**src/rtl/assert_macros.svh**
```systemverilog
// Assertion macros used by the RTL top level.
`ifndef ASSERT_MACROS_SVH
`define ASSERT_MACROS_SVH

// Implication checked in the same cycle.
`define MRB_ASSERT_IMP(lbl, ante, cons) \
  lbl: assert property (@(posedge clk) disable iff (!rst_n) (ante) |-> (cons)) \
    else $error("assertion failed");

// Implication checked in the next cycle.
`define MRB_ASSERT_NXT(lbl, ante, cons) \
  lbl: assert property (@(posedge clk) disable iff (!rst_n) (ante) |=> (cons)) \
    else $error("assertion failed");

`endif

```
**src/rtl/mrb_pkg.sv**
```systemverilog
// Shared types and constants of the largest-rectangle block.
`default_nettype none
package mrb_pkg;
  localparam int OUT_W  = 13;
  localparam int REG_W  = 7;
  localparam int DATA_W = 32;
  localparam int ADDR_W = 3;

  localparam logic [ADDR_W-1:0] ADDR_COLUMNS = 3'd0;
  localparam logic [ADDR_W-1:0] ADDR_ROWS    = 3'd4;

  typedef struct packed {
    logic push;
    logic pop;
  } stk_cmd_t;
endpackage
`default_nettype wire

```
**src/rtl/max_rectangle_binary_image.sv**
```systemverilog
// Largest all-ones rectangle in a binary image: top level.
// Usage:
//   Pixels enter on in_valid/in_stall/in_pixel in raster order. A transaction
//   takes place at a rising edge with valid high and stall low.
//   After the last pixel of a frame one result leaves on out_valid/out_stall/
//   out_largest_area, the pixel count of the largest all-ones rectangle.
//   The frame size is set through the APB port: columns_in_use at 0x0,
//   rows_in_use at 0x4; a write clears the current frame.
// Each pixel goes through a column-height memory read, an update, then one
//   compare per stack step in the cell chain; in_stall stays high until it is
//   done. The end of a row pops every entry left on the stack.
// The result is registered at the end of the row flush of the last row.
// Reset clears the positions, stack depth, best area and the valid marks of all
//   column heights, and sets both sizes to 64 (capped at the maximum).
// While the receiver stalls a result, it holds; the block keeps taking pixels
//   and waits only if the next frame ends before the result leaves.
`default_nettype none
`include "assert_macros.svh"
module max_rectangle_binary_image #(
  parameter int MAX_COLUMNS = 64,
  parameter int MAX_ROWS    = 64
) (
  input  wire logic                         clk,
  input  wire logic                         rst_n,
  input  wire logic                         in_valid,
  output logic                              in_stall,
  input  wire logic                         in_pixel,
  output logic                              out_valid,
  input  wire logic                         out_stall,
  output logic [mrb_pkg::OUT_W-1:0]         out_largest_area,
  input  wire logic                         psel,
  input  wire logic                         penable,
  input  wire logic                         pwrite,
  input  wire logic [mrb_pkg::ADDR_W-1:0]   paddr,
  input  wire logic [mrb_pkg::DATA_W-1:0]   pwdata,
  output logic [mrb_pkg::DATA_W-1:0]        prdata,
  output logic                              pready
);
  import mrb_pkg::*;

  localparam int HW    = $clog2(MAX_ROWS + 1);
  localparam int CW    = $clog2(MAX_COLUMNS + 1);
  localparam int IW    = (MAX_COLUMNS > 1) ? $clog2(MAX_COLUMNS) : 1;
  localparam int RW    = $clog2(MAX_ROWS + 1);
  localparam int NCELL = MAX_COLUMNS + 1;
  localparam int DW    = $clog2(NCELL + 1);
  localparam int EW    = HW + CW;
  localparam int AW    = HW + CW;
  localparam int CDEF  = (MAX_COLUMNS < 64) ? MAX_COLUMNS : 64;
  localparam int RDEF  = (MAX_ROWS < 64) ? MAX_ROWS : 64;

  typedef enum logic [1:0] {S_IDLE, S_LOAD, S_POP, S_FLUSH} state_t;

  state_t           state_r;
  logic [REG_W-1:0] cols_r;
  logic [REG_W-1:0] rows_r;
  logic [CW-1:0]    col_r;
  logic [RW-1:0]    row_r;
  logic [DW-1:0]    depth_r;
  logic [AW-1:0]    best_r;
  logic [HW-1:0]    h_r;
  logic [CW-1:0]    start_r;
  logic             pix_r;
  logic [HW-1:0]    rd_r;
  logic             rd_vld_r;
  logic             out_valid_r;
  logic [OUT_W-1:0] out_area_r;
  logic [MAX_COLUMNS-1:0] vld_r;
  logic [HW-1:0]    ht_mem [MAX_COLUMNS];

  logic             cfg_wr;
  logic             cfg_hit;
  logic [REG_W-1:0] cfg_val;
  logic             in_acc;
  logic [IW-1:0]    col_idx;
  logic [HW-1:0]    h_c;
  logic [HW-1:0]    h_old;
  logic [CW-1:0]    cols_c;
  logic [RW-1:0]    rows_c;
  logic [EW-1:0]    q [NCELL];
  logic [HW-1:0]    top_h;
  logic [CW-1:0]    top_s;
  logic [CW-1:0]    mul_w;
  logic [AW-1:0]    area_c;
  logic             pop_ok;
  logic             row_end;
  logic             frame_end;
  logic             out_free;
  logic             out_load;
  stk_cmd_t         cmd;

  assign cfg_wr   = psel && penable && pwrite;
  assign cfg_hit  = cfg_wr && (paddr == ADDR_COLUMNS || paddr == ADDR_ROWS);
  assign pready   = 1'b1;
  assign in_stall = (state_r != S_IDLE);
  assign in_acc   = in_valid && !in_stall;
  assign out_free = !out_valid_r || !out_stall;

  always_comb begin
    priority if (pwdata[REG_W-1:0] == '0) begin
      cfg_val = REG_W'(1);
    end else begin
      cfg_val = pwdata[REG_W-1:0];
    end
  end

  always_comb begin
    unique case (paddr)
      ADDR_COLUMNS: prdata = DATA_W'(cols_r);
      ADDR_ROWS:    prdata = DATA_W'(rows_r);
      default:      prdata = '0;
    endcase
  end

  assign cols_c  = CW'(cols_r);
  assign rows_c  = RW'(rows_r);
  assign col_idx = col_r[IW-1:0];
  assign top_h   = q[0][EW-1:CW];
  assign top_s   = q[0][CW-1:0];
  assign h_old   = rd_vld_r ? rd_r : '0;

  always_comb begin
    priority if (!pix_r) begin
      h_c = '0;
    end else if (32'(h_old) < 32'(MAX_ROWS)) begin
      h_c = h_old + HW'(1);
    end else begin
      h_c = h_old;
    end
  end

  assign mul_w  = (state_r == S_FLUSH) ? (cols_c - top_s) : (col_r - top_s);
  assign area_c = AW'(top_h) * AW'(mul_w);
  assign pop_ok = (depth_r != '0) && (top_h >= h_r);
  assign row_end   = ({1'b0, col_r} + (CW+1)'(1)) >= {1'b0, cols_c};
  assign frame_end = ({1'b0, row_r} + (RW+1)'(1)) >= {1'b0, rows_c};
  assign out_load  = !cfg_hit && (state_r == S_FLUSH) && (depth_r == '0) &&
                     frame_end && out_free;

  always_comb begin
    cmd = '0;
    unique case (state_r)
      S_POP: begin
        cmd.pop  = pop_ok;
        cmd.push = !pop_ok;
      end
      S_FLUSH: cmd.pop = (depth_r != '0);
      default: cmd = '0;
    endcase
  end

  for (genvar i = 0; i < NCELL; i++) begin : g_cell
    logic [EW-1:0] up;
    logic [EW-1:0] dn;
    if (i == 0) begin : g_top
      assign up = {h_r, start_r};
    end else begin : g_mid
      assign up = q[i-1];
    end
    if (i == NCELL - 1) begin : g_bot
      assign dn = '0;
    end else begin : g_dn
      assign dn = q[i+1];
    end
    mrb_cell #(.EW(EW)) u_cell (
      .clk  (clk),
      .cmd  (cmd),
      .up_i (up),
      .dn_i (dn),
      .q_o  (q[i])
    );
  end

  always_ff @(posedge clk) begin
    if (in_acc) begin
      rd_r  <= ht_mem[col_idx];
      pix_r <= in_pixel;
    end
    if (state_r == S_LOAD) begin
      ht_mem[col_idx] <= h_c;
    end
  end

  always_ff @(posedge clk) begin
    if (!rst_n) begin
      state_r     <= S_IDLE;
      cols_r      <= REG_W'(CDEF);
      rows_r      <= REG_W'(RDEF);
      col_r       <= '0;
      row_r       <= '0;
      depth_r     <= '0;
      best_r      <= '0;
      vld_r       <= '0;
      rd_vld_r    <= 1'b0;
      out_valid_r <= 1'b0;
    end else begin
      if (out_valid_r && !out_stall && !out_load) begin
        out_valid_r <= 1'b0;
      end
      if (cfg_hit) begin
        if (paddr == ADDR_COLUMNS) begin
          cols_r <= (32'(cfg_val) > 32'(MAX_COLUMNS)) ? REG_W'(MAX_COLUMNS) : cfg_val;
        end else begin
          rows_r <= (32'(cfg_val) > 32'(MAX_ROWS)) ? REG_W'(MAX_ROWS) : cfg_val;
        end
        state_r <= S_IDLE;
        col_r   <= '0;
        row_r   <= '0;
        depth_r <= '0;
        best_r  <= '0;
        vld_r   <= '0;
      end else begin
        unique case (state_r)
          S_IDLE: begin
            if (in_acc) begin
              rd_vld_r <= vld_r[col_idx];
              state_r  <= S_LOAD;
            end
          end
          S_LOAD: begin
            h_r            <= h_c;
            start_r        <= col_r;
            vld_r[col_idx] <= 1'b1;
            state_r        <= S_POP;
          end
          S_POP: begin
            if (pop_ok) begin
              if (area_c > best_r) begin
                best_r <= area_c;
              end
              start_r <= top_s;
              depth_r <= depth_r - DW'(1);
            end else begin
              depth_r <= depth_r + DW'(1);
              if (row_end) begin
                state_r <= S_FLUSH;
              end else begin
                col_r   <= col_r + CW'(1);
                state_r <= S_IDLE;
              end
            end
          end
          S_FLUSH: begin
            if (depth_r != '0) begin
              if (area_c > best_r) begin
                best_r <= area_c;
              end
              depth_r <= depth_r - DW'(1);
            end else if (!frame_end) begin
              col_r   <= '0;
              row_r   <= row_r + RW'(1);
              state_r <= S_IDLE;
            end else if (out_free) begin
              out_valid_r <= 1'b1;
              out_area_r  <= OUT_W'(best_r);
              col_r       <= '0;
              row_r       <= '0;
              best_r      <= '0;
              vld_r       <= '0;
              state_r     <= S_IDLE;
            end
          end
          default: state_r <= S_IDLE;
        endcase
      end
    end
  end

  assign out_valid        = out_valid_r;
  assign out_largest_area = out_area_r;

  `MRB_ASSERT_IMP(a_depth_bound, 1'b1, 32'(depth_r) <= NCELL)
  `MRB_ASSERT_NXT(a_acc_load, in_acc && !cfg_wr, state_r == S_LOAD)
  `MRB_ASSERT_IMP(a_out_empty, $rose(out_valid_r), depth_r == '0 && best_r == '0)
endmodule
`default_nettype wire

```
**src/rtl/mrb_cell.sv**
```systemverilog
// One stack cell: holds an entry and shifts with its neighbors on push and pop.
`default_nettype none
module mrb_cell #(
  parameter int EW = 13
) (
  input  wire logic             clk,
  input  wire mrb_pkg::stk_cmd_t cmd,
  input  wire logic [EW-1:0]    up_i,
  input  wire logic [EW-1:0]    dn_i,
  output logic [EW-1:0]         q_o
);
  import mrb_pkg::*;

  logic [EW-1:0] ent_r;
  logic [EW-1:0] ent_nxt;

  always_comb begin
    priority if (cmd.push) begin
      ent_nxt = up_i;
    end else if (cmd.pop) begin
      ent_nxt = dn_i;
    end else begin
      ent_nxt = ent_r;
    end
  end

  always_ff @(posedge clk) begin
    ent_r <= ent_nxt;
  end

  assign q_o = ent_r;
endmodule
`default_nettype wire
```
**config.mk**
```make
export PLATFORM = sky130hd
export DESIGN_NAME = max_rectangle_binary_image
export DESIGN_NICKNAME = d
export VERILOG_FILES = /design/src/rtl/mrb_pkg.sv /design/src/rtl/max_rectangle_binary_image.sv /design/src/rtl/mrb_cell.sv
export VERILOG_INCLUDE_DIRS = /design/src /design/src/rtl
export SDC_FILE = /design/constraint.sdc
export NUM_CORES = 2
export LEC_CHECK = 0
export ABC_AREA = 0
export BUFFER_PORTS_ARGS = -buffer_cell sky130_fd_sc_hd__buf_4
export CORE_MARGIN = 5
export CORE_UTILIZATION = 55
export CTS_CLUSTER_SIZE = 12
export DETAILED_ROUTE_END_ITERATION = 10
export HOLD_SLACK_MARGIN = 0.1
export MAX_ROUTING_LAYER = met4
export PLACE_DENSITY_LB_ADDON = 0.15
export SYNTH_ARGS = -nofsm -noshare
export SYNTH_HDL_FRONTEND = slang
export SYNTH_SLANG_ARGS = --single-unit
```
**constraint.sdc**
```tcl
create_clock -name clk -period 35.9 [get_ports clk]
set_input_delay 7.18 -clock clk [delete_from_list [all_inputs] [get_ports clk]]
set_output_delay 7.18 -clock clk [all_outputs]
set_load 0.1 [all_outputs]
```
==> reports/results.tsv <==
stage	metric	value	unit
status	outcome	completed	
synth	async_reset_ff_share	0	%
grt	track_usage	21.5	%
synth	yosys.area.top_type	edfxtp_1	
synth	yosysWarnings	0	
die	fp.dieArea	0.126	sq mm
critical_path	crit_fanout	7	
clock_network	cts_setup_buffers	0	
clock_network	numCtsBuffers	157	
clock_network	ctsResizeCount	0	
die	start_util	55.5	%
synth	ys_seq_elements	1510	
timing	rsz0062_at_grt	no	
power	ir_worst_vdd	0.0000577	V
timing	period_share	42.5	%
clock_network	clockBufferDepth	3	
finish	layout_commonest_cell	nand2_1	
finish	area_growth	8.82	%
detailed_routing	routed_wl	134000	um
detailed_routing	ant_nets	0	
detailed_routing	wl_met1	59200	um
clock_network	hold_buffers	0	
synth	ys.flop_type	edfxtp_1	
timing	drv_slew	0	
synth	syn_inst	5852	
synth	synth-seq-area-share	67.4	%
job	maxCapViolations	0	
finish	regArea	0.0442	sq mm
finish	layout_common_cells	2,805 x nand2_1, 1,393 x edfxtp_1, 196 x nor2_1	
finish	fill_cells	9648	
grt	grt_pass1_wl	213000	um
finish	nNetsFinal	5952	
clock_network	clk_pin_slew_worst_paths	60	ps
critical_path	arrival	8070	ps
grt	antenna_found_initial	1	
finish	multiInputGateArea	0.0196	sq mm
die	die_h	355	um
clock_network	htree_levels	4	
critical_path	crit_required	28720	ps
synth	yosys.cell_types.count	74	
timing	finalSetupViolCount	0	
place	gp_congestion	0.875	
detailed_routing	via_per_inst	5.58	
die	coreArea	0.118	sq mm
critical_path	critPathKind	in -> out	
timing	fmax	0.0656	GHz
grt	grt_max_degree	268	
timing	skew	28.6	ps
timing	period_needed	15250	ps
clock_network	tritoncts	done	
worst_hold_path	hold_class	reg -> reg	
synth	synth_edf_count	1393	
critical_path	end_kind	output pin	
timing	slew_headroom	17.6	%
synth	syn_area	0.0656	sq mm
detailed_routing	route.detailed.drc	0	
timing	hold_viol_final	0	
detailed_routing	dr.pass1.iters	5	
die	io_pins	91	
grt	grt_pass1_vias	39600	
die	rows	126	
finish	drive_gt1_share	7.04	%
die	die_width	355	um
place	io_buffers	39	
clock_network	clkSinkCount	1510	
synth	yosys-top-cells-area	edfxtp_1 64%, nand2_1 16%, dfxtp_1 3.6%	
finish	instances_no_fill	7436	
power	p_leak	27.6	nW
grt	grt_overflow_total	0	
clock_network	clk-insertion-delay-late	750	ps
critical_path	start_kind	primary input	
detailed_routing	drtIter0Drc	4029	
timing	fin_ws	20650	ps
clock_network	cts_root_buffer	clkbuf_16	
detailed_routing	route.vias.total	41500	
synth	synth.top_cell.area_share	63.8	%
power	power_density	66.4	mW/mm^2
finish	post-route-util	60.4	%
detailed_routing	dr_wl_met3	7300	um
detailed_routing	avgRoutedWirePerCell	18.0	um
timing	worst_pin_slew	1240	ps
place	placed_cells	7177	
detailed_routing	route.met2.wl	63200	um
synth	syn_avg_cell_area	11.2	sq um
timing	fin_tns_setup	0	ps
detailed_routing	routed.top_layer	met4	
place	dp_slack	20650	ps
place	place_hpwl	78000	um
-- area by class of cell --
class,count,area share [%]
Sequential cell,1510,61.9
Timing Repair Buffer,97,1.13
Clock buffer,213,5.93
Inverter,78,0.410
Clock inverter,45,0.438
Antenna cell,1,0.00351
Tap cell,1536,2.69
Multi-Input combinational cell,3956,27.5
-- worst max-delay path, cell delays in order --
cell and delay (ps):
buf_4 110, or2_2 340, nor2_1 130, buf_4 300
-- cell usage after synthesis, types with 5 or more instances --
library cell	instances
nand2_1	2805
edfxtp_1	1393
nor2_1	201
clkbuf_1	148
dfxtp_1	117
a21oi_1	105
buf_2	101
o21ai_0	91
ha_1	84
inv_1	78
buf_4	65
mux2i_1	62
and2_1	50
a221oi_1	48
mux2_2	46
a22oi_1	45
nor2b_1	39
mux4_2	38
a22o_1	29
fa_1	25
nand3_1	25
o22ai_1	20
xnor2_1	20
o211ai_1	17
nand2b_1	16
xor2_1	12
a211oi_1	10
a21boi_0	9
a31oi_1	9
buf_6	9
and3_1	8
nand4_1	8
buf_1	7
nor3_1	7
nor4_1	6
o21a_1	6
or2_2	6
or3_1	6
or4_1	6
a21o_1	5
a221oi_2	5
-- path summary, 6_finish.rpt --
kind              cells past startpoint  slack (ps)       start        end
setup reg to reg                     31       26870  state_r[0]  best_r[8]
setup / recovery                      4       20650    paddr[1]  prdata[4]
hold / removal                        2         450   vld_r[44]  vld_r[44]
hold reg to reg                       2         450   vld_r[44]  vld_r[44]
-- per-layer routing --
metal | up-vias | track usage (%)
met2 | 1073 | 33.6
met1 | 20400 | 29.3
met3 | 269 | 3.20
li1 | 19800 | -
met5 | - | -
met4 | 0 | 7.48
-- per-stage QoR --
| step | hold slack [ps] | cell area, sq um | power (mW) |
|---|---|---|---|
| floorplan | 420 | 65700 | 3.20 |
| global placement | 427 | 66800 | 3.28 |
| detailed placement | 442 | 66800 | 3.30 |
| CTS | 455 | 71400 | 4.78 |
| global route | 471 | 71400 | 5.01 |
| finish | 452 | 71400 | 4.73 |
-- registers in the layout (all words and copies together) (netlist names) --
name	flops
best_r	14
g_cell.u_cell.q_o	910
ht_mem	448
out_valid	1
start_r	7
state_r	2
cols_c	7
out_largest_area	13
rd_vld_r	1
h_r	7
rows_c	7
row_r	7
depth_r	7
pix_r	1
col_r	7
rd_r	7
vld_r	64
-- report_power, final --
part	leakage, nW	switching [mW]	internal [mW]
clock network	2.21	0.646	0.834
logic	11.7	0.648	0.322
registers	13.7	0.0798	2.21
total	27.6	1.37	3.36
-- logic make-up after synthesis --
kind of cell,count (synthesis),synth area share [%]
multiplexers,146,3.04
adder cells (fa/ha/maj),109,2.37
other,2,0.0115
buffers and inverters,410,3.06
AO/OA/AOI/OAI,437,4.51
flip-flops,1510,67.4
XOR/XNOR,32,0.427
AND/OR/NAND/NOR,3206,19.2
No activity file was read; power rests on OpenSTA's default activity.
